**config.mk**
```make
export PLATFORM = sky130hd
export DESIGN_NAME = normalized_sql_fnv1a_hash_flat
export DESIGN_NICKNAME = d
export VERILOG_FILES = /design/src/nsh_pkg.sv /design/src/nsh_in_if.sv /design/src/nsh_out_if.sv /design/src/nsh_mix.sv /design/src/nsh_lex.sv /design/src/normalized_sql_fnv1a_hash.sv /design/src/flat_wrapper.sv
export SDC_FILE = /design/constraint.sdc
export NUM_CORES = 1
export LEC_CHECK = 0
export BUFFER_PORTS_ARGS = -buffer_cell sky130_fd_sc_hd__clkbuf_2
export CAP_MARGIN = 10
export CORE_MARGIN = 2
export CORE_UTILIZATION = 45
export DETAILED_ROUTE_END_ITERATION = 12
export MAX_ROUTING_LAYER = met4
export PLACE_DENSITY = 0.61
export SLEW_MARGIN = 10
export SYNTH_ARGS = -nofsm -noshare
export SYNTH_HDL_FRONTEND = slang
export SYNTH_SLANG_ARGS = --single-unit
```
**constraint.sdc**
```tcl
create_clock -name i_clk -period 5.3 [get_ports i_clk]
set_input_delay 0.53 -clock i_clk [delete_from_list [all_inputs] [get_ports i_clk]]
set_output_delay 0.53 -clock i_clk [all_outputs]
set_load 0.02 [all_outputs]
```
**src/nsh_pkg.sv**
```systemverilog
// ----------------------------------------------------------------------------
// nsh_pkg: shared types, constants and functions
// Holds the FNV-1a constants, the normalizer state type and the byte
// classification functions used by the normalized SQL hash block.
// ----------------------------------------------------------------------------
package nsh_pkg;

    localparam int unsigned HashW = 64;
    localparam int unsigned ByteW = 8;
    localparam int unsigned MixSlots = 3;

    localparam logic [HashW-1:0] FNV_BASIS = 64'hcbf2_9ce4_8422_2325;
    // The FNV prime is 2^40 + 0x1b3.
    localparam int unsigned FNV_SHIFT = 40;
    localparam logic [8:0] FNV_MULT_LO = 9'h1b3;

    localparam logic [ByteW-1:0] CH_NUL = 8'h00;
    localparam logic [ByteW-1:0] CH_TAB = 8'h09;
    localparam logic [ByteW-1:0] CH_LF = 8'h0a;
    localparam logic [ByteW-1:0] CH_CR = 8'h0d;
    localparam logic [ByteW-1:0] CH_SPACE = 8'h20;
    localparam logic [ByteW-1:0] CH_DQUOTE = 8'h22;
    localparam logic [ByteW-1:0] CH_SQUOTE = 8'h27;
    localparam logic [ByteW-1:0] CH_LPAREN = 8'h28;
    localparam logic [ByteW-1:0] CH_RPAREN = 8'h29;
    localparam logic [ByteW-1:0] CH_STAR = 8'h2a;
    localparam logic [ByteW-1:0] CH_COMMA = 8'h2c;
    localparam logic [ByteW-1:0] CH_DASH = 8'h2d;
    localparam logic [ByteW-1:0] CH_SLASH = 8'h2f;
    localparam logic [ByteW-1:0] CH_SEMI = 8'h3b;
    localparam logic [ByteW-1:0] CH_UPPER_A = 8'h41;
    localparam logic [ByteW-1:0] CH_UPPER_Z = 8'h5a;
    localparam logic [ByteW-1:0] CH_TILDE = 8'h7e;
    localparam logic [ByteW-1:0] CASE_OFFSET = 8'h20;

    typedef enum logic [1:0] {
        Q_NONE   = 2'd0,
        Q_SINGLE = 2'd1,
        Q_DOUBLE = 2'd2
    } t_quote;

    typedef enum logic [1:0] {
        C_NONE  = 2'd0,
        C_LINE  = 2'd1,
        C_BLOCK = 2'd2
    } t_cmt;

    typedef struct packed {
        t_quote quote;
        t_cmt   cmt;
        logic   after_space;
        logic   space_pending;
    } t_lex;

    localparam t_lex LEX_RESET = '{
        quote: Q_NONE, cmt: C_NONE, after_space: 1'b1, space_pending: 1'b0
    };

    typedef struct packed {
        t_lex             st;
        logic             skip;
        logic             mix_vld;
        logic [ByteW-1:0] mix_byte;
    } t_handle;

    typedef struct packed {
        logic [MixSlots-1:0]            vld;
        logic [MixSlots-1:0][ByteW-1:0] bytes;
    } t_mix_req;

    function automatic logic is_blank(input logic [ByteW-1:0] b);
        return (b == CH_SPACE) || (b >= CH_TAB && b <= CH_CR);
    endfunction

    // A space before one of these bytes is dropped.
    function automatic logic drops_space(input logic [ByteW-1:0] b);
        return (b == CH_LPAREN) || (b == CH_RPAREN) || (b == CH_COMMA) ||
               (b == CH_SEMI) || (b == CH_NUL);
    endfunction

    // Handles byte c with look-ahead byte nxt.
    function automatic t_handle handle(input logic [ByteW-1:0] c,
                                       input logic [ByteW-1:0] nxt,
                                       input t_lex st);
        t_handle    r;
        logic [ByteW-1:0] open_q;
        r.st = st;
        r.skip = 1'b0;
        r.mix_vld = 1'b0;
        r.mix_byte = c;
        open_q = (st.quote == Q_SINGLE) ? CH_SQUOTE :
                 (st.quote == Q_DOUBLE) ? CH_DQUOTE : CH_NUL;
        if (st.cmt == C_NONE && st.quote == Q_NONE && c == CH_DASH && nxt == CH_DASH) begin
            r.st.cmt = C_LINE;
            r.skip = 1'b1;
        end else if (st.cmt == C_NONE && st.quote == Q_NONE && c == CH_SLASH &&
                     nxt == CH_STAR) begin
            r.st.cmt = C_BLOCK;
            r.skip = 1'b1;
        end else if (st.cmt == C_LINE) begin
            if (c == CH_LF) begin
                r.st.cmt = C_NONE;
            end
        end else if (st.cmt == C_BLOCK) begin
            if (c == CH_STAR && nxt == CH_SLASH) begin
                r.st.cmt = C_NONE;
                r.skip = 1'b1;
            end
        end else if (c == CH_SQUOTE || c == CH_DQUOTE) begin
            r.mix_vld = 1'b1;
            if (st.quote != Q_NONE && open_q == c && nxt == c) begin
                r.skip = 1'b1;
            end else begin
                if (st.quote != Q_NONE && open_q == c) begin
                    r.st.quote = Q_NONE;
                end else if (st.quote == Q_NONE) begin
                    r.st.quote = (c == CH_SQUOTE) ? Q_SINGLE : Q_DOUBLE;
                end
                r.st.after_space = 1'b0;
            end
        end else if (st.quote != Q_NONE) begin
            r.mix_vld = 1'b1;
            r.st.after_space = 1'b0;
        end else if (c < CH_SPACE || c > CH_TILDE) begin
            r.mix_vld = 1'b0;
        end else if (c == CH_SPACE) begin
            if (!st.after_space) begin
                r.st.space_pending = 1'b1;
                r.st.after_space = 1'b1;
            end
        end else if (c == CH_SEMI) begin
            r.st.after_space = 1'b1;
        end else begin
            r.mix_vld = 1'b1;
            if (c >= CH_UPPER_A && c <= CH_UPPER_Z) begin
                r.mix_byte = c + CASE_OFFSET;
            end
            r.st.after_space = 1'b0;
        end
        return r;
    endfunction

endpackage

```
**src/nsh_in_if.sv**
```systemverilog
// ----------------------------------------------------------------------------
// nsh_in_if: text byte channel
// Valid/ready channel that carries one text byte and its last-byte mark.
// ----------------------------------------------------------------------------
interface nsh_in_if;
    logic       valid;
    logic       ready;
    logic [7:0] text_byte;
    logic       is_last;

    modport source (output valid, output text_byte, output is_last, input ready);
    modport sink (input valid, input text_byte, input is_last, output ready);
endinterface

```
**src/nsh_out_if.sv**
```systemverilog
// ----------------------------------------------------------------------------
// nsh_out_if: hash result channel
// Valid/ready channel that carries one 64-bit hash value.
// ----------------------------------------------------------------------------
interface nsh_out_if;
    logic        valid;
    logic        ready;
    logic [63:0] hash_value;

    modport source (output valid, output hash_value, input ready);
    modport sink (input valid, input hash_value, output ready);
endinterface

```
**src/nsh_mix.sv**
```systemverilog
// ----------------------------------------------------------------------------
// nsh_mix: FNV-1a round
// One hash round: xor the byte in, then multiply by the FNV prime as a
// shift plus a narrow constant product.
// ----------------------------------------------------------------------------
module nsh_mix (
    input  logic [nsh_pkg::HashW-1:0] i_acc,
    input  logic [nsh_pkg::ByteW-1:0] i_byte,
    output logic [nsh_pkg::HashW-1:0] o_acc
);

    logic [nsh_pkg::HashW-1:0] x;
    logic [nsh_pkg::HashW-1:0] lo_prod;

    assign x = i_acc ^ {{(nsh_pkg::HashW - nsh_pkg::ByteW){1'b0}}, i_byte};
    assign lo_prod = nsh_pkg::HashW'(x * {{(nsh_pkg::HashW - 9){1'b0}},
                                          nsh_pkg::FNV_MULT_LO});
    assign o_acc = (x << nsh_pkg::FNV_SHIFT) + lo_prod;

endmodule

```
**src/nsh_lex.sv**
```systemverilog
// ----------------------------------------------------------------------------
// nsh_lex: SQL text normalizer
// Keeps the quote, comment and space state and the one-byte look-ahead,
// and turns each accepted byte into up to three bytes to be hashed.
// ----------------------------------------------------------------------------
module nsh_lex (
    input  logic                      i_clk,
    input  logic                      i_rst_n,
    input  logic                      i_accept,
    input  logic [nsh_pkg::ByteW-1:0] i_byte,
    input  logic                      i_last,
    output nsh_pkg::t_mix_req         o_req
);

    nsh_pkg::t_lex             r_st, n_st;
    logic [nsh_pkg::ByteW-1:0] r_held, n_held;
    logic                      r_held_vld, n_held_vld;

    nsh_pkg::t_handle          h_first, h_end;
    nsh_pkg::t_lex             s_mid;
    logic                      skip;

    always_comb begin
        h_first = nsh_pkg::handle(r_held, i_byte, r_st);
        s_mid = r_held_vld ? h_first.st : r_st;
        skip = r_held_vld & h_first.skip;
        o_req.vld = '0;
        o_req.bytes[0] = h_first.mix_byte;
        o_req.bytes[1] = nsh_pkg::CH_SPACE;
        o_req.vld[0] = r_held_vld & h_first.mix_vld;
        n_held = r_held;
        n_held_vld = 1'b0;
        if (!skip) begin
            if (s_mid.space_pending && !nsh_pkg::is_blank(i_byte)) begin
                o_req.vld[1] = !nsh_pkg::drops_space(i_byte);
                s_mid.space_pending = 1'b0;
            end
            n_held = i_byte;
            n_held_vld = 1'b1;
        end
        h_end = nsh_pkg::handle(n_held, nsh_pkg::CH_NUL, s_mid);
        o_req.bytes[2] = h_end.mix_byte;
        o_req.vld[2] = i_last & n_held_vld & h_end.mix_vld;
        n_st = s_mid;
        if (i_last) begin
            n_st = nsh_pkg::LEX_RESET;
            n_held = nsh_pkg::CH_NUL;
            n_held_vld = 1'b0;
        end
    end

    always_ff @(posedge i_clk) begin
        if (!i_rst_n) begin
            r_st <= nsh_pkg::LEX_RESET;
            r_held_vld <= 1'b0;
            r_held <= nsh_pkg::CH_NUL;
        end else if (i_accept) begin
            r_st <= n_st;
            r_held_vld <= n_held_vld;
            r_held <= n_held;
        end
    end

endmodule

```
**src/normalized_sql_fnv1a_hash.sv**
```systemverilog
// ----------------------------------------------------------------------------
// normalized_sql_fnv1a_hash: 64-bit FNV-1a hash of normalized SQL text
// Top level: input channel, normalizer, shared hash round and result register.
// ----------------------------------------------------------------------------
// Usage:
// SQL text enters one byte per item on i_in; the final byte of a statement
// carries is_last. Comments, stray control bytes, semicolons and redundant
// blanks are removed, letters outside quotes are lower-cased, and the rest
// is hashed with 64-bit FNV-1a. One hash item per statement leaves on o_out
// after the last byte.
// Each accepted byte yields up to three hash rounds, run one per cycle on a
// single shared round unit. A byte with no rounds and no last mark leaves the
// block idle; any other byte moves it to the mix state, which runs the rounds
// and then a closing step. On a last byte the closing step moves the hash
// into the result register. i_in.ready is high only out of reset and while no
// rounds are outstanding.
// The result register is separate, so the next statement may start while a
// hash waits; if a second hash finishes while the receiver still stalls,
// the block holds, with i_in.ready low, until the register is taken.
// Reset (synchronous, active low) returns all state to the start of a
// statement and drops any result not yet taken.
// ----------------------------------------------------------------------------
module normalized_sql_fnv1a_hash (
    input  logic        i_clk,
    input  logic        i_rst_n,
    nsh_in_if.sink      i_in,
    nsh_out_if.source   o_out
);

    typedef enum logic [1:0] {
        ST_IDLE = 2'b01,
        ST_MIX  = 2'b10
    } t_state;

    t_state                              r_state, n_state;
    nsh_pkg::t_mix_req                   r_req, n_req;
    logic                                r_last, n_last;
    logic [nsh_pkg::HashW-1:0]           r_hash, n_hash;
    logic                                r_out_vld, n_out_vld;
    logic [nsh_pkg::HashW-1:0]           r_out_hash, n_out_hash;

    nsh_pkg::t_mix_req                   lex_req;
    logic                                accept;
    logic [nsh_pkg::ByteW-1:0]           mix_byte;
    logic [nsh_pkg::HashW-1:0]           mix_acc;
    logic                                out_free;

    assign accept = i_in.valid & i_in.ready;
    assign i_in.ready = (r_state == ST_IDLE) & i_rst_n;
    assign o_out.valid = r_out_vld;
    assign o_out.hash_value = r_out_hash;
    assign out_free = !r_out_vld || o_out.ready;

    nsh_lex u_lex (
        .i_clk    (i_clk),
        .i_rst_n  (i_rst_n),
        .i_accept (accept),
        .i_byte   (i_in.text_byte),
        .i_last   (i_in.is_last),
        .o_req    (lex_req)
    );

    always_comb begin
        priority if (r_req.vld[0]) begin
            mix_byte = r_req.bytes[0];
        end else if (r_req.vld[1]) begin
            mix_byte = r_req.bytes[1];
        end else begin
            mix_byte = r_req.bytes[2];
        end
    end

    nsh_mix u_mix (
        .i_acc  (r_hash),
        .i_byte (mix_byte),
        .o_acc  (mix_acc)
    );

    always_comb begin
        n_state = r_state;
        n_req = r_req;
        n_last = r_last;
        n_hash = r_hash;
        n_out_vld = r_out_vld && !o_out.ready;
        n_out_hash = r_out_hash;
        unique case (r_state)
            ST_IDLE: begin
                if (accept) begin
                    n_req = lex_req;
                    n_last = i_in.is_last;
                    if (i_in.is_last || lex_req.vld != '0) begin
                        n_state = ST_MIX;
                    end
                end
            end
            ST_MIX: begin
                if (r_req.vld != '0) begin
                    n_hash = mix_acc;
                    priority if (r_req.vld[0]) begin
                        n_req.vld[0] = 1'b0;
                    end else if (r_req.vld[1]) begin
                        n_req.vld[1] = 1'b0;
                    end else begin
                        n_req.vld[2] = 1'b0;
                    end
                end else if (!r_last) begin
                    n_state = ST_IDLE;
                end else if (out_free) begin
                    n_out_vld = 1'b1;
                    n_out_hash = r_hash;
                    n_hash = nsh_pkg::FNV_BASIS;
                    n_last = 1'b0;
                    n_state = ST_IDLE;
                end
            end
            default: begin
                n_state = ST_IDLE;
            end
        endcase
    end

    always_ff @(posedge i_clk) begin
        if (!i_rst_n) begin
            r_state <= ST_IDLE;
            r_req <= '0;
            r_last <= 1'b0;
            r_hash <= nsh_pkg::FNV_BASIS;
            r_out_vld <= 1'b0;
        end else begin
            r_state <= n_state;
            r_req <= n_req;
            r_last <= n_last;
            r_hash <= n_hash;
            r_out_vld <= n_out_vld;
        end
    end

    always_ff @(posedge i_clk) begin
        r_out_hash <= n_out_hash;
    end

    a_idle_no_rounds: assert property (@(posedge i_clk) disable iff (!i_rst_n)
        (r_state == ST_IDLE) |-> (r_req.vld == '0))
        else $error("rounds outstanding while ready");

    a_plain_byte_stays_idle: assert property (@(posedge i_clk) disable iff (!i_rst_n)
        (accept && !i_in.is_last && lex_req.vld == '0) |=> (r_state == ST_IDLE))
        else $error("byte without rounds left the idle state");

    a_finish_restarts_hash: assert property (@(posedge i_clk) disable iff (!i_rst_n)
        (r_state == ST_MIX && r_req.vld == '0 && r_last && out_free)
        |=> (r_hash == nsh_pkg::FNV_BASIS && r_out_vld && r_state == ST_IDLE))
        else $error("finished statement did not load result and restart hash");

    a_result_held_on_stall: assert property (@(posedge i_clk) disable iff (!i_rst_n)
        (r_out_vld && !o_out.ready) |=> (r_out_vld && $stable(r_out_hash)))
        else $error("stalled result changed");

endmodule

```
**src/flat_wrapper.sv**
```systemverilog
// flat-port wrapper written by rule: the top's interface ports become plain ports
module normalized_sql_fnv1a_hash_flat 
  (i_clk, i_rst_n, i_in_valid, i_in_text_byte, i_in_is_last, i_in_ready, o_out_valid, o_out_hash_value, o_out_ready);
  nsh_in_if i_in_i ();
  nsh_out_if o_out_i ();
  input  logic i_clk;
  input  logic i_rst_n;
  input wire logic [$bits(i_in_i.valid)-1:0] i_in_valid;
  input wire logic [$bits(i_in_i.text_byte)-1:0] i_in_text_byte;
  input wire logic [$bits(i_in_i.is_last)-1:0] i_in_is_last;
  output wire logic [$bits(i_in_i.ready)-1:0] i_in_ready;
  output wire logic [$bits(o_out_i.valid)-1:0] o_out_valid;
  output wire logic [$bits(o_out_i.hash_value)-1:0] o_out_hash_value;
  input wire logic [$bits(o_out_i.ready)-1:0] o_out_ready;
  assign i_in_i.valid = i_in_valid;
  assign i_in_i.text_byte = i_in_text_byte;
  assign i_in_i.is_last = i_in_is_last;
  assign i_in_ready = i_in_i.ready;
  assign o_out_valid = o_out_i.valid;
  assign o_out_hash_value = o_out_i.hash_value;
  assign o_out_i.ready = o_out_ready;
  normalized_sql_fnv1a_hash u_core (.i_clk(i_clk), .i_rst_n(i_rst_n), .i_in(i_in_i), .o_out(o_out_i));
endmodule
```
==> flow_results.org, run 1 <==
** Hold path
- The min-delay analysis places its worst path in the category in2reg.

** Critical path
- Number of buffers and inverters on the critical path :: 5
- WP data arrival :: 6.05 ns
- STA classifies the critical path startpoint as a flip-flop.
- The worst setup path is captured at a flip-flop.
- The critical path goes through nor2_4, buf_6, a22oi_2, xnor2_2, buf_4, ha_4, inv_6, fa_2, fa_1, fa_1, inv_1, ha_1, ha_4, a21oi_2, o21ai_1, a21o_1, a32o_2, o211ai_1, buf_4, a31oi_4, or4_4, a31oi_4, xor2_1, o21ai_1.
- For this run, the slowest stage of the critical path takes 0.55 ns.
- Slowest cell on the critical path :: sky130_fd_sc_hd__or4_4
- Data required time at the worst endpoint :: 5.67 ns
- Largest fanout on the critical path :: 5
- Class of the most critical setup path :: reg2reg
- Category of cells accounting for the largest share of critical-path delay :: adder cells
- Reg2Reg Setup Slack :: -0.39 ns

** STA
- Period utilisation layout :: 107%
- On the final layout, the worst clock skew is 0.0174 ns.
- At the pin with the least slew margin, the transition time is 1.04 ns.
- RSZ-0062 raised after global routing :: yes
- Once routing completed, OpenROAD measured the worst setup slack at -0.387 ns.
- The number of slew-limit violations in the final report was 0.
- The worst pin sits at a relative slew slack of 30.7%.
- Peak Freq :: 176 MHz
- Final total negative setup slack :: -5.84 ns
- Setup-failing EPs final :: 31
- Count of final hold-check violations :: 0
- Counting I/O delays and the setup requirement, the final critical path takes 5.69 ns.

** Clocking
- Hold buffer count at cts :: 0
- TritonCTS Buffers :: 17
- In this run the number of H-tree levels came out at 4.
- The longest clock path from root to sink contains 2 buffers.
- Clock root buffer :: sky130_fd_sc_hd__clkbuf_16
- Clock transition at path regs :: 0.08 ns
- The later pin in the worst-skew pair is clocked with a latency of 0.47 ns.
- TritonCTS clock tree :: yes
- TritonCTS Sinks :: 167

** Power and ir drop
- Dividing total power by cell area gives a power density of 228 nW/µm².
- Power, Total :: 5.26 mW
- Summed over all cells, the static leakage comes to 10.6 nW.
- Worst-case vdd ir drop :: 0.344 mV

** Die
- Vertical die dimension :: 204 µm
- Chip width :: 204 µm
- The die covers 41700 µm².
- In this run the count of I/O pins placed on the die edge is 79.
- Number of placement rows :: 73
- The initial utilization of the core area, before any placement, comes to 45.5%.
- The core region is 39600 µm².

** Layout
- 0 antenna diodes ended up in the layout.
- Net total in the final layout :: 2719
- Fraction of final layout cells sized beyond drive strength 1 :: 27.6%
- Once layout is complete, the cells apart from fillers number 2820.
- Area delta synth->final :: 28.0%

** Placed design
- Port Buffers :: 78
- At the end of routability-driven placement, the weighted congestion stood at 0.948.
- In this run, placement finished with an instance count of 2736.
- Once detailed placement completed, the half-perimeter wirelength came to 43.2 mm.

** Yosys
- Number of enable flip-flop cells after synthesis :: 64
- After synthesis, the share of flip-flops with an asynchronous set or reset is 0%.
- Unique masters post-synth :: 77
- Ranked by total cell area, the synthesized netlist is headed by sky130_fd_sc_hd__fa_1 28%, sky130_fd_sc_hd__ha_1 12%, sky130_fd_sc_hd__dfxtp_1 11%.
- After synthesis, the largest area contributor takes up 27.5% of total cell area.
- sky130_fd_sc_hd__fa_1 takes more of the synthesized area than any other cell.
- Number of cells produced by synthesis :: 1911
- A synthesized cell averages 9.45 µm².
- Synthesis produced a netlist with a net count of 2348.
- Post-synthesis sequential element count :: 167
- Flip-flop cell with the highest count after synthesis :: sky130_fd_sc_hd__dfxtp_1
- Yosys printed 0 warnings.
- Synth Cell Area :: 18100 µm²
- Sequential share of the synthesized area :: 22.1%

** Global route
- Entering global routing, the biggest net connects 70 pins.
- Number of global-route vias before repair :: 15500
- Global routing finished with a remaining overflow of 0.
- First-pass GRT wire length :: 85.6 mm
- For this run, the total global-route usage over all layers was measured as 27.6%.
- Antenna violations before repair :: 0

** Routing
- The first TritonRoute pass finished after 5 iterations.
- The count of nets left with antenna violations once routing finished came out at 0.
- After detailed routing, the total wire length is 54.2 mm.
- Routed vias/inst :: 5.31
- For this run, design rule violations remaining after detail routing come to 0.
- Routed wirelength normalized by instance count :: 19.2 µm
- Routed via count :: 15000
- After the first detailed-routing iteration, the DRC count stood at 1036.

** Status
- Run status :: complete, but fails checks
- The final reports fail on negative setup slack.

** Job
- Max-capacitance violation count :: 0
## logic make-up (layout without fill, tap and decap cells)
kind of cell / after synthesis / after routing / synth area share [%]
buf+inv: 454 / 838 / 9.54
compound gates: 359 / 359 / 12.7
mux: 7 / 7 / 0.388
xor+xnor: 79 / 79 / 3.83
simple gates: 421 / 421 / 11.8
fa+ha+maj: 424 / 424 / 39.7
flops: 167 / 167 / 22.1
## report_power, final
group | total [mW] | internal (mW) | switching [mW]
registers | 1.35 | 1.33 | 0.0174
logic | 2.62 | 1.35 | 1.27
clock network | 1.29 | 0.649 | 0.637
## through the flow
step	hold slack (ns)	utilization, %	cell area (µm²)	worst slack, ns
6_report	0.423	58.3	23100	-0.387
3_5_place_dp	0.442	53.3	21100	-0.431
5_1_grt	0.448	58.3	23100	-0.606
4_1_cts	0.408	56.4	22400	-0.187
3_3_place_gp	0.437	53.3	21100	-0.365
2_1_floorplan	0.422	-	18100	0.0353
## worst reg2reg max path: stages, from the launching register on
cell and delay, ns:
sky130_fd_sc_hd__dfxtp_4 0.37, sky130_fd_sc_hd__nor2_4 0.21, sky130_fd_sc_hd__buf_6 0.13, sky130_fd_sc_hd__a22oi_2 0.06
sky130_fd_sc_hd__xnor2_2 0.17, sky130_fd_sc_hd__buf_4 0.16, sky130_fd_sc_hd__ha_4 0.27, sky130_fd_sc_hd__inv_6 0.04
sky130_fd_sc_hd__fa_2 0.41, sky130_fd_sc_hd__fa_1 0.42, sky130_fd_sc_hd__fa_1 0.51, sky130_fd_sc_hd__inv_1 0.04
sky130_fd_sc_hd__ha_1 0.32, sky130_fd_sc_hd__ha_4 0.26, sky130_fd_sc_hd__a21oi_2 0.17, sky130_fd_sc_hd__o21ai_1 0.10
sky130_fd_sc_hd__a21o_1 0.20, sky130_fd_sc_hd__a32o_2 0.30, sky130_fd_sc_hd__o211ai_1 0.21, sky130_fd_sc_hd__buf_4 0.17
sky130_fd_sc_hd__a31oi_4 0.09, sky130_fd_sc_hd__or4_4 0.55, sky130_fd_sc_hd__a31oi_4 0.17, sky130_fd_sc_hd__xor2_1 0.17
sky130_fd_sc_hd__o21ai_1 0.08
## flip-flops by register name, summed over array words and instances (netlist names)
register / count
u_core.o_out.hash_value: 64
u_core.r_hash: 64
u_core.r_req: 20
u_core.u_lex.r_held: 8
u_core.u_lex.r_st: 6
u_core.r_state: 2
u_core.o_out.valid: 1
u_core.r_last: 1
u_core.u_lex.r_held_vld: 1
## final timing paths
check | start | to | cells after the start
min | i_rst_n | u_core.u_lex.r_st[1] | 2
max reg2reg | u_core.r_req[24] | u_core.r_hash[61] | 24
min reg2reg | u_core.u_lex.r_st[0] | u_core.u_lex.r_st[0] | 2
max | u_core.r_req[24] | u_core.r_hash[61] | 24
## cell usage in the layout, fill, tap and decap left out, types with 8 or more instances in the layout
cell	netlist	routed
sky130_fd_sc_hd__a21o_1	32	32
sky130_fd_sc_hd__a21oi_1	95	79
sky130_fd_sc_hd__a21oi_2	0	13
sky130_fd_sc_hd__a22oi_1	31	21
sky130_fd_sc_hd__a22oi_2	0	10
sky130_fd_sc_hd__a31oi_1	11	8
sky130_fd_sc_hd__and2_1	12	12
sky130_fd_sc_hd__and3_1	25	23
sky130_fd_sc_hd__buf_4	1	322
sky130_fd_sc_hd__buf_6	1	24
sky130_fd_sc_hd__clkbuf_16	0	18
sky130_fd_sc_hd__clkbuf_2	0	78
sky130_fd_sc_hd__dfxtp_1	103	90
sky130_fd_sc_hd__dfxtp_2	0	9
sky130_fd_sc_hd__edfxtp_1	64	64
sky130_fd_sc_hd__fa_1	248	240
sky130_fd_sc_hd__fa_2	0	8
sky130_fd_sc_hd__ha_1	176	146
sky130_fd_sc_hd__ha_4	0	24
sky130_fd_sc_hd__inv_1	381	365
sky130_fd_sc_hd__inv_2	0	14
sky130_fd_sc_hd__nand2_1	135	129
sky130_fd_sc_hd__nand2b_1	14	13
sky130_fd_sc_hd__nand3_1	37	35
sky130_fd_sc_hd__nand4_1	21	21
sky130_fd_sc_hd__nor2_1	65	56
sky130_fd_sc_hd__nor2b_1	37	36
sky130_fd_sc_hd__nor3_1	27	22
sky130_fd_sc_hd__nor4_1	10	10
sky130_fd_sc_hd__o21a_1	13	13
sky130_fd_sc_hd__o21ai_0	74	50
sky130_fd_sc_hd__o21ai_1	6	20
sky130_fd_sc_hd__o21bai_1	11	10
sky130_fd_sc_hd__o22ai_1	16	16
sky130_fd_sc_hd__xnor2_1	43	31
sky130_fd_sc_hd__xnor2_2	0	10
sky130_fd_sc_hd__xor2_1	36	33
## synthesized netlist by cell type (12+ instances only)
library cell               instances
sky130_fd_sc_hd__dfxtp_1         103
sky130_fd_sc_hd__inv_1           381
sky130_fd_sc_hd__ha_1            176
sky130_fd_sc_hd__xor2_1           36
sky130_fd_sc_hd__a21oi_1          95
sky130_fd_sc_hd__nor3_1           27
sky130_fd_sc_hd__nand2b_1         14
sky130_fd_sc_hd__o21ai_0          74
sky130_fd_sc_hd__nand4_1          21
sky130_fd_sc_hd__nand2_1         135
sky130_fd_sc_hd__xnor2_1          43
sky130_fd_sc_hd__o22ai_1          16
sky130_fd_sc_hd__edfxtp_1         64
sky130_fd_sc_hd__a22oi_1          31
sky130_fd_sc_hd__and3_1           25
sky130_fd_sc_hd__nand3_1          37
sky130_fd_sc_hd__and2_1           12
sky130_fd_sc_hd__fa_1            248
sky130_fd_sc_hd__o21a_1           13
sky130_fd_sc_hd__o31ai_1          12
sky130_fd_sc_hd__nor2_1           65
sky130_fd_sc_hd__a21o_1           32
sky130_fd_sc_hd__nor2b_1          37
sky130_fd_sc_hd__clkbuf_1         61
## repair_timing
| action | in CTS | in global routing |
|---|---|---|
| endpoints found under the setup margin | 42 | 48 |
| buffers inserted | 32 | 26 |
| pin swaps | 68 | 132 |
| gates resized for setup | 97 | 139 |
## metal layers
layer	track usage (%)	vias up	routed length (µm)
met1	37.1	7443	24700
met4	8.93	0	1780
met5	-	-	0
met3	3.08	89	2140
li1	-	7041	-
met2	43.6	401	25600
## cell type report
type	instances	area, µm²
multi-input cells	1290	13300
repair buffers	425	3100
inverters	381	1440
clock buffers	19	454
flip-flops and latches	167	4010
well taps	525	657
clock inverters	13	128
fillers	3448	16500
Power figures use the tool's default switching activity.
==> inputs of run 2 (changes only) <==
- PLACE_DENSITY: 0.61 -> 0.7
==> run 2 against run 1 <==
  * The flow still finishes with violations (negative setup slack)
  * Clock power is essentially flat
  * Combinational power shrank 6%
  * Fmax grew 1.3%
  * Critical endpoint is now u_core.r_hash[62]
==> flow_results.org, run 2 (synthesis results as in run 1) <==
** Status
- Run status :: complete, but fails checks
- Violations in the final reports :: negative setup slack

** Routing
- Routed via count :: 14900 (-0.34%)
- Routed wirelength normalized by instance count :: 19.0 µm (-1.1%)
- Remaining antenna violation count :: 0 (unchanged)
- Final Routed Wirelength :: 52.9 mm (-2.5%)
- The routed via count divided by cell count is 5.36 (+1.0%).
- The number of design rule violations left after detail routing was 0 (unchanged).
- The number of DRC markers in iteration 0 came to 1137 (+9.7%).
- The first-pass iteration count of the detailed router is 6 (+1).

** Global route
- Maximum number of pins on one net before global-route repair :: 74 (+5.7%)
- The global-route wire length before repair is 83.3 mm (-2.7%).
- Number of global-route vias before repair :: 15600 (+0.61%)
- Combined global-route utilization of all metal layers :: 26.6% (-0.97 points)
- Final global-route overflow total :: 0 (unchanged)
- The initial antenna violation count came to 0 (unchanged).

** Critical path
- The depth of the most critical reg-to-reg path came to 24 (unchanged).
- Worst r2r dst :: u_core.r_hash[62]
- Reg2Reg Setup Slack :: -0.31 ns (+0.07 ns)
- WP data arrival :: 5.96 ns (-0.09 ns)
- The slowest stage of the critical path is the sky130_fd_sc_hd__fa_1 cell.
- Delay of the slowest cell on the worst path :: 0.54 ns (about the same)
- Following the worst setup path forward leads to its endpoint at u_core.r_hash[62].
- Cell breakdown of the critical path :: nor2_4, buf_6, a22oi_2, xnor2_2, buf_4, ha_4, inv_4, fa_2, fa_1, fa_1, inv_2, ha_4, ha_4, buf_6, nand4_1, nor2_2, a21boi_4, o31ai_4, a211o_1, o21a_1, a21bo_2, o31ai_4, nand4_1, and3_1
- Endpoint type of the worst setup path :: flip-flop
- The startpoint identified for the worst register-to-register timing path is u_core.r_req[25].
- Launch point of the worst path :: u_core.r_req[25]
- Largest fanout on the critical path :: 4 (-1)
- Most Frequent Cell on Critical Path :: sky130_fd_sc_hd__ha_4
- The worst setup path is launched from a flip-flop.
- Data required time at the worst endpoint :: 5.64 ns (-0.03 ns)
- The setup path with the least slack is of type reg2reg.

** Die
- The die width is 204 µm (unchanged).
- The area of the core was 39600 µm² (unchanged).
- Number of placement rows :: 73 (unchanged)
- The area of the die came to 41700 µm² (unchanged).
- The I/O pin total is 79 (unchanged).
- Initial core utilization :: 45.5% (unchanged)
- The vertical die dimension came to 204 µm (unchanged).

** Clocking
- The hold buffer count at CTS came to 0 (unchanged).
- The total number of H-tree levels is 4 (unchanged).
- Clock root buffer :: sky130_fd_sc_hd__clkbuf_16
- TritonCTS clock tree :: yes
- Clock transition at path regs :: 0.07 ns (about the same)
- The number of clock sinks came to 167 (unchanged).
- The TritonCTS buffer count was 17 (unchanged).
- The buffer depth of the longest clock path is 2 (unchanged).
- The later-pin clock latency in the skew report came to 0.45 ns (-0.02 ns).

** Layout
- Fraction of final layout cells sized beyond drive strength 1 :: 26.3% (-1.4 points)
- Net total in the final layout :: 2681 (-1.4%)
- Design Area, Final :: 22800 µm² (-1.4%)
- The number of standard cells in the layout, taps in and fillers out was 2782 (-1.3%).
- The top cell types in the final layout, fill and taps aside, are 364 x sky130_fd_sc_hd__inv_1, 298 x sky130_fd_sc_hd__buf_4, 240 x sky130_fd_sc_hd__fa_1.
- Area delta synth->final :: 26.2%
- The library cell used most frequently in the layout, excluding fill and tap cells, is sky130_fd_sc_hd__inv_1.
- The diode insertion count for antenna repair came to 0 (unchanged).
- The total of fill cells in the finished design came to 3377 (-2.1%).

** STA
- Peak Freq :: 178 MHz (+1.3%)
- Fin Clk Skew :: 0.0191 ns (+0.00171 ns)
- The number of slew-limit violations in the final report came to 0 (unchanged).
- Period utilisation layout :: 106% (-1.4 points)
- Setup repair after global routing could not meet its margin everywhere.
- The actual slew at the worst max-slew pin is 1.06 ns (+0.0240 ns).
- The minimum setup slack in the final design is -0.314 ns (+0.0730 ns).
- Tmin final :: 5.61 ns (-0.0730 ns)
- Setup-failing EPs final :: 24 (-23%)
- Worst slew margin :: 29.1% (-1.6 points)
- Count of final hold-check violations :: 0 (unchanged)

** Placed design
- The placed instance area is 20900 µm² (-0.85%).
- The weighted congestion reported at the end of routability-driven placement came to 0.958 (+1.0%).
- Post-Place Cells :: 2714 (-0.80%)
- Port Buffers :: 78 (unchanged)
- The detailed-placement wirelength estimate came to 41.9 mm (-2.9%).

** Power and ir drop
- The total power was 5.06 mW (-3.7%).
- The areal power density over the cells came to 222 nW/µm² (-2.3%).
- Static power due to leakage :: 10.4 nW (-2.2%)
- Worst-case vdd ir drop :: 0.302 mV (-12%)

** Hold path
- The min-delay analysis places its worst path in the category in2reg.

** Job
- The number of maximum-capacitance violations was 0 (unchanged).
==> run 2: changes by cell type in the layout (fill, tap and decap cells not counted), sizes merged <==
cell,previous run,this run
clkinv,2,5
clkinvlp,3,1
inv,389,387
clkbuf,97,98
buf,347,309
==> run 2: area by class of cell <==
class | instances | area [µm²] | share of cell area [%]
Clock buffer | 20 | 489 | 2.15
Clock inverter | 12 | 83.8 | 0.368
Inverter | 381 | 1440 | 6.31
Multi-Input combinational cell | 1290 | 13300 | 58.6
Sequential cell | 167 | 4020 | 17.7
Tap cell | 525 | 657 | 2.88
Timing Repair Buffer | 387 | 2750 | 12.1
==> run 2: worst max-delay path, delay by kind of cell (launching register included) <==
family | cells | cell delay (ns)
simple gates | 5 | 0.79
buf+inv | 5 | 0.50
fa+ha+maj | 6 | 2.25
xor+xnor | 1 | 0.16
flops | 1 | 0.37
compound gates | 7 | 1.45
==> run 2: where the power goes <==
part | internal [mW] | leakage, nW | switching (mW)
registers | 1.33 | 1.38 | 0.0177
logic | 1.27 | 8.73 | 1.18
clock network | 0.673 | 0.288 | 0.590
==> run 2: worst min-delay path by stage <==
| stage | from | to | slack [ns] | cells after the start |
|---|---|---|---|---|
| 2_1_floorplan | u_core.r_req[13] | u_core.r_req[13] | 0.42 | 2 |
| 6_report | i_rst_n | u_core.r_hash[0] | 0.37 | 2 |
| 3_5_place_dp | u_core.r_req[13] | u_core.r_req[13] | 0.44 | 2 |
| 3_3_place_gp | u_core.r_req[13] | u_core.r_req[13] | 0.43 | 2 |
| 4_1_cts | i_rst_n | u_core.r_hash[0] | 0.35 | 2 |
| 5_1_grt | i_rst_n | u_core.r_hash[0] | 0.39 | 2 |
==> run 2: what timing repair did <==
item	in CTS	in global routing
setup endpoints to repair	42	45
pin swaps	93	57
setup buffers	22	15
resized for setup	125	88
==> run 2: layer usage <==
metal / GRT usage, % / wire, µm
met2: 44.3 / 25700
met1: 34.4 / 22900
met3: 3.17 / 2780
met5: - / 0
met4: 7.09 / 1440
==> run 2: per-stage QoR <==
step / utilization, % / hold WS [ns] / setup TNS, ns / worst slack (ns)
finish: 57.5 / 0.368 / -3.02 / -0.314
global route: 57.5 / 0.387 / -7.70 / -0.492
floorplan: - / 0.422 / 0 / 0.0353
CTS: 56.3 / 0.353 / -0.843 / -0.141
global placement: 52.8 / 0.433 / -6.36 / -0.397
detailed placement: 52.8 / 0.443 / -11.48 / -0.548
==> inputs of run 3 (changes only) <==
- PLACE_DENSITY: 0.7 -> 0.67
- clock period: 5.3 -> 7 ns (I/O delays scaled with it)
==> run 3 against run 2 <==
  * Worst setup slack improved by 0.92 ns
  * First-iteration DRC count increased by 2.2%
  * Global-route usage decreased by 1.6 points
  * Sequential share of layout area increased by 2.8 points
  * Clock skew decreased by 0.0015 ns
  * Clock power decreased by 22%
  * The run now ends clean
==> flow_results.org, run 3 (synthesis results as in run 1) <==
** Clocking
- The later-pin clock latency in the skew report was 0.46 ns (about the same).
- The number of resized instances in the post-cts repair step was 0 (-100%).
- Hold buffer count at cts :: 0 (unchanged)
- Clock transition at path regs :: 0.07 ns (about the same)
- The number of clock sinks came to 167 (unchanged).
- Clock H-tree levels :: 4 (unchanged)
- The post-CTS setup-driven buffer insertion count came to 0 (-100%).
- The TritonCTS buffer count is 17 (unchanged).
- Maximum count of clock buffers along a single path :: 2 (unchanged)
- Clock root buffer :: sky130_fd_sc_hd__clkbuf_16
- TritonCTS clock tree :: yes

** Die
- Placeable core area :: 39600 µm² (unchanged)
- The initial core utilization was 45.5% (unchanged).
- Top-Level Pins :: 79 (unchanged)
- The standard-cell row count was 73 (unchanged).
- Chip width :: 204 µm (unchanged)
- The vertical die dimension is 204 µm (unchanged).
- Overall die area :: 41700 µm² (unchanged)

** Routing
- The number of design rule violations left after detail routing is 0 (unchanged).
- The number of DRC markers in iteration 0 was 1162 (+2.2%).
- The overall via count from detail_route came to 13600 (-8.8%).
- The mean routed wirelength per cell came to 19.4 µm (+2.1%).
- Remaining antenna violation count :: 0 (unchanged)
- Drt pass-1 iters :: 5 (-1)
- Routed vias/inst :: 5.48 (+2.1%)
- The total length of routed wires came to 48.2 mm (-8.8%).

** Layout
- The area growth from synthesis to layout is 8.05%.
- Commonest cells after routing, fill and taps aside :: 382 x sky130_fd_sc_hd__inv_1, 248 x sky130_fd_sc_hd__fa_1, 176 x sky130_fd_sc_hd__ha_1
- Most common library cell in the layout ignoring fill and taps :: sky130_fd_sc_hd__inv_1
- Fraction of final layout cells sized beyond drive strength 1 :: 6.84% (-19 points)
- The final standard cell utilization of the core came to 49.2% (-8.3 points).
- Final cell count without fillers :: 2484 (-11%)
- The diode insertion count for antenna repair came to 0 (unchanged).
- Net total in the final layout :: 2383 (-11%)

** STA
- Period utilisation layout :: 91.3% (-15 points)
- The max-slew headroom at the worst pin is 40.1% (+11 points).
- Setup repair after global routing left no endpoint under its margin.
- The post-route clock skew came to 0.0176 ns (-0.00150 ns).
- Hold WS :: 0.446 ns (+0.0774 ns)
- Peak Freq :: 156 MHz (-12%)
- Transition time of the tightest slew-check pin :: 0.892 ns (-0.172 ns)
- Count of final hold-check violations :: 0 (unchanged)
- Setup-failing EPs final :: 0 (-100%)
- Count of pins over their slew limit :: 0 (unchanged)
- Final total negative setup slack :: 0 ns (+3.02 ns)
- Tmin final :: 6.39 ns (+0.780 ns)

** Critical path
- The worst setup path is captured at a flip-flop.
- Data required time at the worst endpoint :: 7.35 ns (+1.71 ns)
- Largest fanout on the critical path :: 14 (+10)
- The minimum setup slack among reg-to-reg paths is 0.61 ns (+0.92 ns).
- The signal arrival time at the worst endpoint is 6.74 ns (+0.78 ns).
- Critical path startpoint category :: flip-flop
- Worst-case reg-to-reg path depth :: 21 (-13%)
- Class of the most critical setup path :: reg2reg

** Global route
- The total grt overflow is 0 (unchanged).
- The global-route usage over all layers came to 25.0% (-1.6 points).
- First-pass GRT wire length :: 78.0 mm (-6.3%)
- Antenna violations before repair :: 0 (unchanged)
- The maximum number of pins on one net before global-route repair came to 65 (-12%).
- The number of global-route vias before repair was 14200 (-8.9%).

** Power and ir drop
- Power, Total :: 3.09 mW (-39%)
- Total power density per cell area :: 158 nW/µm² (-29%)
- The maximum VDD drop is 0.204 mV (-32%).
- The static leakage power is 8.87 nW (-15%).

** Placed design
- Post-detail-place hpwl :: 39.8 mm (-5.1%)
- The number of I/O port buffers came to 78 (unchanged).
- The total instance count after detailed placement is 2452 (-9.7%).
- Final weighted congestion in routability-driven placement :: 0.935 (-2.3%)

** Hold path
- Hold depth :: 2 (unchanged)
- The min-delay analysis places its worst path in the category reg2reg.

** Status
- The flow ran to the end, and the final reports show no timing, DRC or antenna violations.

** Job
- The number of maximum-capacitance violations came to 0 (unchanged).
-- run 3: cell types whose count changed in the layout (fill, tap and decap cells not counted), moves of 11 or more --
cell	previous run	this run
sky130_fd_sc_hd__a21oi_1	81	95
sky130_fd_sc_hd__buf_4	298	11
sky130_fd_sc_hd__buf_6	11	0
sky130_fd_sc_hd__dfxtp_1	87	103
sky130_fd_sc_hd__ha_1	138	176
sky130_fd_sc_hd__ha_4	34	0
sky130_fd_sc_hd__inv_1	364	382
sky130_fd_sc_hd__inv_2	14	0
sky130_fd_sc_hd__o21ai_0	54	74
sky130_fd_sc_hd__o21ai_1	18	6
sky130_fd_sc_hd__xnor2_1	30	43
sky130_fd_sc_hd__xnor2_2	12	0
-- run 3: through the flow --
step           worst slack [ns]  instance area (µm²)
4_1_cts                   0.644                19500
3_5_place_dp              0.659                18900
2_1_floorplan              1.36                18100
5_1_grt                   0.212                19500
3_3_place_gp              0.866                18900
6_report                  0.606                19500
-- run 3: layout make-up --
type	instances	area [µm²]
Multi-Input combinational cell	1290	12400
Clock inverter	7	50.0
Tap cell	525	657
Timing Repair Buffer	89	473
Clock buffer	25	559
Fill cell	3749	20100
Sequential cell	167	3980
Inverter	381	1430
-- run 3: final timing paths --
path | start | endpoint
max | u_core.r_req[24] | u_core.r_hash[62]
min reg2reg | u_core.u_lex.r_st[0] | u_core.u_lex.r_st[0]
min | u_core.u_lex.r_st[0] | u_core.u_lex.r_st[0]
max reg2reg | u_core.r_req[24] | u_core.r_hash[62]
-- run 3: where the power goes --
group / leakage [nW] / switching, mW / total, mW / internal (mW)
sequential: 1.38 / 0.0122 / 1.02 / 1.01
combinational: 7.18 / 0.635 / 1.08 / 0.446
clock: 0.304 / 0.426 / 0.985 / 0.558
-- run 3: per-layer routing --
layer,part of all wire [%],vias to the layer above,GRT usage (%)
met2,48,426,40.5
met3,5.2,67,2.76
met5,0,-,-
li1,-,6366,-
met1,44,6750,33.1
met4,2.4,0,7.38
-- run 3: worst max-delay path: stages, from the launching register on --
cell and delay [ns]:
sky130_fd_sc_hd__dfxtp_1 0.44, sky130_fd_sc_hd__nor2_1 0.39, sky130_fd_sc_hd__a22oi_1 0.15, sky130_fd_sc_hd__xnor2_1 0.33, sky130_fd_sc_hd__ha_1 0.29, sky130_fd_sc_hd__inv_1 0.20, sky130_fd_sc_hd__fa_1 0.46, sky130_fd_sc_hd__fa_1 0.51
sky130_fd_sc_hd__fa_1 0.55, sky130_fd_sc_hd__inv_1 0.04, sky130_fd_sc_hd__ha_1 0.29, sky130_fd_sc_hd__ha_1 0.37, sky130_fd_sc_hd__a211oi_1 0.35, sky130_fd_sc_hd__nor2_1 0.14, sky130_fd_sc_hd__o21ba_1 0.21, sky130_fd_sc_hd__o31ai_1 0.29
sky130_fd_sc_hd__a211o_1 0.22, sky130_fd_sc_hd__o21a_1 0.20, sky130_fd_sc_hd__a21bo_2 0.21, sky130_fd_sc_hd__o31ai_2 0.10, sky130_fd_sc_hd__or4_1 0.41, sky130_fd_sc_hd__and3_1 0.15
